==> src/design/tad_pkg.sv <==
`timescale 1ns / 1ps

package tad_pkg;

    // Log2 values are unsigned, six integer bits and 34 fraction bits.
    localparam int LOG_FRAC = 34;
    localparam int LOG_INT  = 6;
    localparam int LOG_W    = LOG_INT + LOG_FRAC;
    localparam int MANT_W   = 32;
    localparam int MAG_W    = LOG_FRAC + 2;

    localparam logic [LOG_W-1:0] LOG_CAP = LOG_W'(64'd3 << LOG_FRAC);
    localparam logic [27:0]      LN2_Q28 = 28'd186065280;

    localparam int VAR_W      = 40;
    localparam int CFG_IDX_W  = 3;
    localparam int CFG_DATA_W = 40;

    // Reciprocal constants for n*9/10 and m*19/20 (exact for the window sizes in use).
    localparam logic [31:0] K_VOL_MUL  = 32'd58986;
    localparam logic [31:0] K_STEP_MUL = 32'd62263;
    localparam int          K_SHIFT    = 16;

    localparam logic [CFG_IDX_W-1:0] CFG_DECAY      = 3'd0;
    localparam logic [CFG_IDX_W-1:0] CFG_SIZE_MULT  = 3'd1;
    localparam logic [CFG_IDX_W-1:0] CFG_DEV_MULT   = 3'd2;
    localparam logic [CFG_IDX_W-1:0] CFG_SIZE_FLOOR = 3'd3;
    localparam logic [CFG_IDX_W-1:0] CFG_MOVE_FLOOR = 3'd4;
    localparam logic [CFG_IDX_W-1:0] CFG_VAR_LIMIT  = 3'd5;
    localparam logic [CFG_IDX_W-1:0] CFG_MIN_TRADES = 3'd6;
    localparam logic [CFG_IDX_W-1:0] CFG_INIT_VAR   = 3'd7;

    typedef struct packed {
        logic busy;
        logic done;
    } t_log_stat;

endpackage

==> src/design/tad_log2.sv <==
`timescale 1ns / 1ps

module tad_log2 #(
    parameter int NW = 32
) (
    input  logic                      i_clk,
    input  logic                      i_rst_n,
    input  logic                      i_start,
    input  logic [NW-1:0]             i_value,
    output tad_pkg::t_log_stat        o_stat,
    output logic [tad_pkg::LOG_W-1:0] o_log
);
    import tad_pkg::*;

    localparam logic [1:0] L_IDLE = 2'd0;
    localparam logic [1:0] L_NORM = 2'd1;
    localparam logic [1:0] L_SQR  = 2'd2;

    logic [1:0]          r_state;
    logic [NW-1:0]       r_norm;
    logic [LOG_INT-1:0]  r_exp;
    logic [MANT_W-1:0]   r_mant;
    logic [LOG_FRAC-1:0] r_frac;
    logic [5:0]          r_iter;
    logic                r_done;
    logic [2*MANT_W-1:0] w_sq;
    logic [MANT_W:0]     w_sh;

    // The square of a mantissa in [1,2) lies in [1,4), so it keeps one extra integer bit.
    assign w_sq = r_mant * r_mant;
    assign w_sh = w_sq[2*MANT_W-1:MANT_W-1];

    always_ff @(posedge i_clk) begin
        if (!i_rst_n) begin
            r_state <= L_IDLE;
            r_done  <= 1'b0;
        end else begin
            r_done <= 1'b0;
            unique case (r_state)
                L_IDLE: begin
                    if (i_start) begin
                        // A zero counts as one inside the logarithm.
                        r_norm  <= (i_value == '0) ? NW'(1) : i_value;
                        r_exp   <= LOG_INT'(NW - 1);
                        r_state <= L_NORM;
                    end
                end
                L_NORM: begin
                    if (r_norm[NW-1]) begin
                        r_mant  <= r_norm[NW-1 -: MANT_W];
                        r_iter  <= 6'(LOG_FRAC);
                        r_state <= L_SQR;
                    end else begin
                        r_norm <= r_norm << 1;
                        r_exp  <= r_exp - 1'b1;
                    end
                end
                L_SQR: begin
                    if (w_sh[MANT_W]) begin
                        r_mant <= w_sh[MANT_W:1];
                        r_frac <= {r_frac[LOG_FRAC-2:0], 1'b1};
                    end else begin
                        r_mant <= w_sh[MANT_W-1:0];
                        r_frac <= {r_frac[LOG_FRAC-2:0], 1'b0};
                    end
                    r_iter <= r_iter - 1'b1;
                    if (r_iter == 6'd1) begin
                        r_done  <= 1'b1;
                        r_state <= L_IDLE;
                    end
                end
                default: r_state <= L_IDLE;
            endcase
        end
    end

    assign o_stat.busy = (r_state != L_IDLE);
    assign o_stat.done = r_done;
    assign o_log       = {r_exp, r_frac};

endmodule

==> config.mk <==
export PLATFORM = sky130hd
export DESIGN_NAME = tad_log2
export DESIGN_NICKNAME = d
export VERILOG_FILES = /design/src/design/tad_pkg.sv /design/src/design/tad_log2.sv
export SDC_FILE = /design/constraint.sdc
export NUM_CORES = 2
export LEC_CHECK = 0
export BUFFER_PORTS_ARGS = -buffer_cell sky130_fd_sc_hd__buf_2
export CAP_MARGIN = 10
export CORE_MARGIN = 1.5
export CORE_UTILIZATION = 59
export CTS_CLUSTER_DIAMETER = 120
export CTS_CLUSTER_SIZE = 12
export DETAILED_ROUTE_END_ITERATION = 8
export PLACE_DENSITY = 0.87
export SLEW_MARGIN = 5
export SYNTH_ARGS = -nofsm -noshare
export SYNTH_HDL_FRONTEND = slang
export SYNTH_SLANG_ARGS = --single-unit
==> constraint.sdc <==
create_clock -name i_clk -period 23.1 [get_ports i_clk]
set_clock_uncertainty 0.1 [all_clocks]
set_input_delay 3.465 -clock i_clk [delete_from_list [all_inputs] [get_ports i_clk]]
set_output_delay 3.465 -clock i_clk [all_outputs]
set_load 0.02 [all_outputs]
# After elaboration in Yosys (flattened, before gate mapping)
# Cells that the tools add are included.
# W data, S select, Z words.
[op_classes] mul=1 mux=18 n_eq_ne=7 n_addsub=2 n_reduce_logical=10
[op_table] op="$mux W32" count=5
[op_table] op="$pmux W32 S2" count=2
[op_table] op="$mul A32 B32 Y64" count=1
[op_table] op="$logic_not A32 Y1" count=1
[op_table] op="$pmux W6 S2" count=2
[op_table] op="$mux W6" count=3
[op_table] op="$sub A6 B1 Y6 const B" count=2
[op_table] op="$reduce_and A3 Y1" count=3
[op_table] op="$ne A2 B2 Y1 const B" count=4
[op_table] op="$eq A6 B1 Y1 const B" count=1
[op_table] op="$mux W2" count=3
[op_table] op="$pmux W2 S3" count=1
[op_table] op="$reduce_bool A2 Y1" count=3
[op_table] op="$reduce_and A4 Y1" count=1
[op_table] op="$eq A2 B1 Y1 const B" count=1
[op_table] op="$eq A2 B2 Y1 const B" count=1
[op_table] op="$logic_not A2 Y1" count=1
[op_table] op="$mux W1" count=2
[op_table] op="$reduce_and A2 Y1" count=1
[word_totals] output_inout_bits=42 register_bits=113

# Logic depth before layout (Yosys ltp)
[logic_depth] ltp_word=4 depth_mapped=31 mapped_depth_nobuf=28

# Least setup slack after synthesis
# Ideal clock, no wire load.
[synth_path] kind="register -> register" from="reg r_mant[14]" to="reg r_mant[30], data pin" path_slack_ns=15.333 path_stages_with_launch=29 synth_period_minus_slack_ns=7.767 t_arrival_ns=7.536 n_path_buf=2 cell_sequence="edfxtp_1 -> clkbuf_1 -> clkbuf_1 -> nand2_1 -> fa_1 -> inv_1 -> fa_1 -> inv_1 -> fa_1 -> fa_1 -> inv_1 -> fa_1 -> inv_1 -> fa_1 -> inv_1 -> fa_1 -> fa_1 -> ha_1 -> nand4_1 -> nor3b_1 -> a32oi_1 -> a2111oi_2 -> o21ai_2 -> nand4_2 -> a31oi_2 -> xor2_2 -> inv_2 -> o41a_1 -> nand2_1"
[synth_via] elab_chain_cells=3
[synth_rtl] item="start, declared" line="tad_log2.sv:22" text="logic [MANT_W-1:0] r_mant;"
[synth_rtl] item="start signal, assigned" line="tad_log2.sv:50" text="r_mant <= r_norm[NW-1 -: MANT_W];"
[synth_rtl] item="start signal, assigned" line="tad_log2.sv:60" text="r_mant <= w_sh[MANT_W:1];"
[synth_rtl] item="start signal, assigned" line="tad_log2.sv:63" text="r_mant <= w_sh[MANT_W-1:0];"
[synth_rtl] item="$mul A32 B32 Y64" line="tad_log2.sv:30" text="assign w_sq = r_mant * r_mant;"
[synth_rtl] item="$mux W32" line="tad_log2.sv:59" text="if (w_sh[MANT_W]) begin"
[synth_rtl] item="$pmux W32 S2" line="tad_log2.sv:39" text="unique case (r_state)"
# No other way between the ends.
# A chain may end at the register's enable or synchronous reset.

# Final worst setup path
[layout_path] from="reg r_mant[16]" to="reg r_mant[12], data pin"
# Same word-level chain as after synthesis.

==> impl_metrics.json <==
{
  "period_minus_slack_ns": 9.40,
  "synth_seq_area_share_pct": 9.86,
  "place_hpwl_um": 67200,
  "rsz0062_at_grt": "no",
  "cp-start-kind": "flip-flop",
  "grt_pass1_vias": 27800,
  "cts_tree": "done",
  "grt_max_degree": 63,
  "clockBufferDepth": 2,
  "worst_pin_slew_ns": 1.17,
  "h-tree-depth": 4,
  "synth_nets": 4699,
  "die_h_um": 243,
  "overflow": 0,
  "grt_usage_pct": 30.8,
  "worstPathArrival_ns": 9.45,
  "clock.fmax_mhz": 106,
  "dpl_worst_slack_ns": 14.03,
  "synth_most_common_cell": "inv_1",
  "place_congestion": 0.941,
  "clk_latency_ns": 0.42,
  "drcViolationCount": 0,
  "ys.warnings.count": 0,
  "clk_pin_slew_worst_paths_ns": 0.06,
  "synth-async-reset-ratio_pct": 0,
  "setup-tns-final_ns": 0,
  "synth.area.top_cells": "fa_1, ha_1, inv_1",
  "synth_top_area_cell": "fa_1",
  "synth-edff-count": 110,
  "mappedNetlistArea_sq_um": 34100,
  "setup.worst_path.class": "reg2reg",
  "crit_path_end_kind": "flip-flop",
  "die_x_um": 243,
  "hp-class": "reg2reg",
  "drt-total-wl_um": 87000,
  "setup-violations-final": 0,
  "grt_pass1_wl_um": 142000,
  "crit_required_ns": 23.15,
  "fin_ws_ns": 13.70,
  "core_region_area_sq_um": 56700,
  "viasPerCell": 5.74,
  "maxCapViolCount": 0,
  "synth-seq-cells": 113,
  "cts_made_buffers": 17,
  "synth_top_area_share_pct": 46.4,
  "start_util_pct": 60.1,
  "hold_buffers": 0,
  "cp_max_fo": 31,
  "fin_nets": 4689,
  "antenna_found_initial": 3,
  "ios": 77,
  "clock_sinks": 113,
  "cts-resized-gates": 0,
  "yosysUniqueCellTypes": 72,
  "post_cts_buffers": 0,
  "rows": 87,
  "finish.utilization_pct": 63.0,
  "area_delta_synth_final_pct": 4.73,
  "synthTopCellsByCount": "inv_1, fa_1, nand2_1, ha_1, and2_1",
  "drv_slew": 0,
  "wire_per_inst_um": 20.1,
  "fin_crit_sh_pct": 40.7,
  "hold_viol_final": 0,
  "cts_root_buf": "clkbuf_16",
  "dr.pass1.iters": 6,
  "syn_inst": 3571,
  "dr_total_vias": 24800,
  "hold_slack_ns": 0.343,
  "drive_gt1_share_pct": 5.01,
  "drtIter0Drc": 2075,
  "status": "finished, final reports clean",
  "ys_dominant_reg_cell": "edfxtp_1",
  "antenna_left": 0,
  "dieArea_sq_um": 59200,
  "slew-limit-headroom_pct": 21.8,
  "syn_avg_cell_area_sq_um": 9.55,
  "port_buffers": 76
}
[path summary, 6_finish.rpt]
path,startpoint,to,slack [ns],cells after the start
min,r_frac[1],r_frac[2],0.34,0
max reg2reg,r_mant[16],r_mant[12],13.70,26
min reg2reg,r_frac[1],r_frac[2],0.34,0
max,r_mant[16],r_mant[12],13.70,26
[routing by layer]
| layer | global-route usage, % | part of all wire [%] | vias to the layer above |
|---|---|---|---|
| li1 | - | - | 10600 |
| met1 | 37.7 | 36 | 12500 |
| met2 | 52.4 | 49 | 1371 |
| met3 | 5.68 | 9.2 | 377 |
| met4 | 15.5 | 5.8 | 0 |
| met5 | 0 | 0 | - |
[cells by family (layout without fill, tap and decap cells)]
kind of cell | count (synthesis) | count (layout) | share of synthesized area (%)
AND/OR/NAND/NOR | 843 | 843 | 11.8
XOR/XNOR | 84 | 84 | 2.18
flip-flops | 113 | 113 | 9.86
buffers and inverters | 1125 | 1128 | 12.5
multiplexers | 11 | 11 | 0.334
AO/OA/AOI/OAI | 302 | 302 | 5.82
adder cells (fa/ha/maj) | 1093 | 1093 | 57.5
other | 0 | 2 | 0
[through the flow]
stage	area [sq um]	instances
5_1_grt	35700	4330
3_3_place_gp	35200	4298
4_1_cts	35700	4330
6_report	35700	4332
2_1_floorplan	34100	3571
3_5_place_dp	35200	4298
[worst max-delay path, cell delays in order, from the launching register on]
cell,delay (ns)
edfxtp_1,0.33
buf_4,0.39
clkinv_1,0.48
nor2_1,0.45
fa_1,0.52
fa_1,0.52
fa_1,0.52
inv_1,0.05
fa_1,0.49
inv_1,0.06
fa_1,0.50
fa_1,0.58
fa_1,0.44
fa_1,0.46
ha_1,0.33
a21oi_1,0.27
o211ai_1,0.16
a211oi_2,0.31
a2111oi_2,0.13
o21ai_2,0.31
nand4_2,0.17
a31oi_2,0.22
xor2_2,0.08
buf_4,0.26
inv_2,0.39
nand2_1,0.09
a31oi_1,0.46
[cell usage in the layout (no fill, tap or decap), types with 4 or more instances in the layout]
cell / synthesis / final
inv_1: 982 / 982
fa_1: 791 / 791
nand2_1: 404 / 404
ha_1: 302 / 302
and2_1: 239 / 239
edfxtp_1: 110 / 110
nor2_1: 93 / 92
buf_2: 3 / 76
a21oi_1: 68 / 68
o21ai_0: 65 / 65
a21o_1: 46 / 46
xnor2_1: 45 / 45
xor2_1: 38 / 38
buf_4: 2 / 36
a31oi_1: 28 / 28
nand3_1: 20 / 20
clkbuf_16: 0 / 17
nand4_1: 15 / 15
nor2b_1: 13 / 12
and3_1: 12 / 12
nor4_1: 12 / 12
a31o_2: 11 / 11
o21a_1: 11 / 11
o21bai_1: 10 / 10
nor3_1: 10 / 10
mux2i_1: 8 / 8
a211oi_1: 8 / 8
or2_2: 7 / 7
o211ai_1: 7 / 7
a41oi_1: 6 / 6
nand2b_1: 6 / 5
clkbuf_1: 130 / 5
a21boi_0: 5 / 4
clkinv_4: 0 / 4
[sequential cells by signal (all words and copies together), names as in the netlist]
signal / cells
r_done: 1
r_exp: 6
r_frac: 34
r_iter: 6
r_mant: 32
r_norm: 32
r_state: 2
[layout make-up]
type	instances	area [sq um]
fill	4296	21000
multi-input combinational	2333	26500
sequential	113	3360
timing repair buffer	112	651
clock inverter	9	87.6
inverter	984	3690
tap	756	946
antenna	2	5.00
clock buffer	23	458
Power is not shown: default switching activity piles up to over one toggle a cycle in this logic, so the estimate is an artifact.
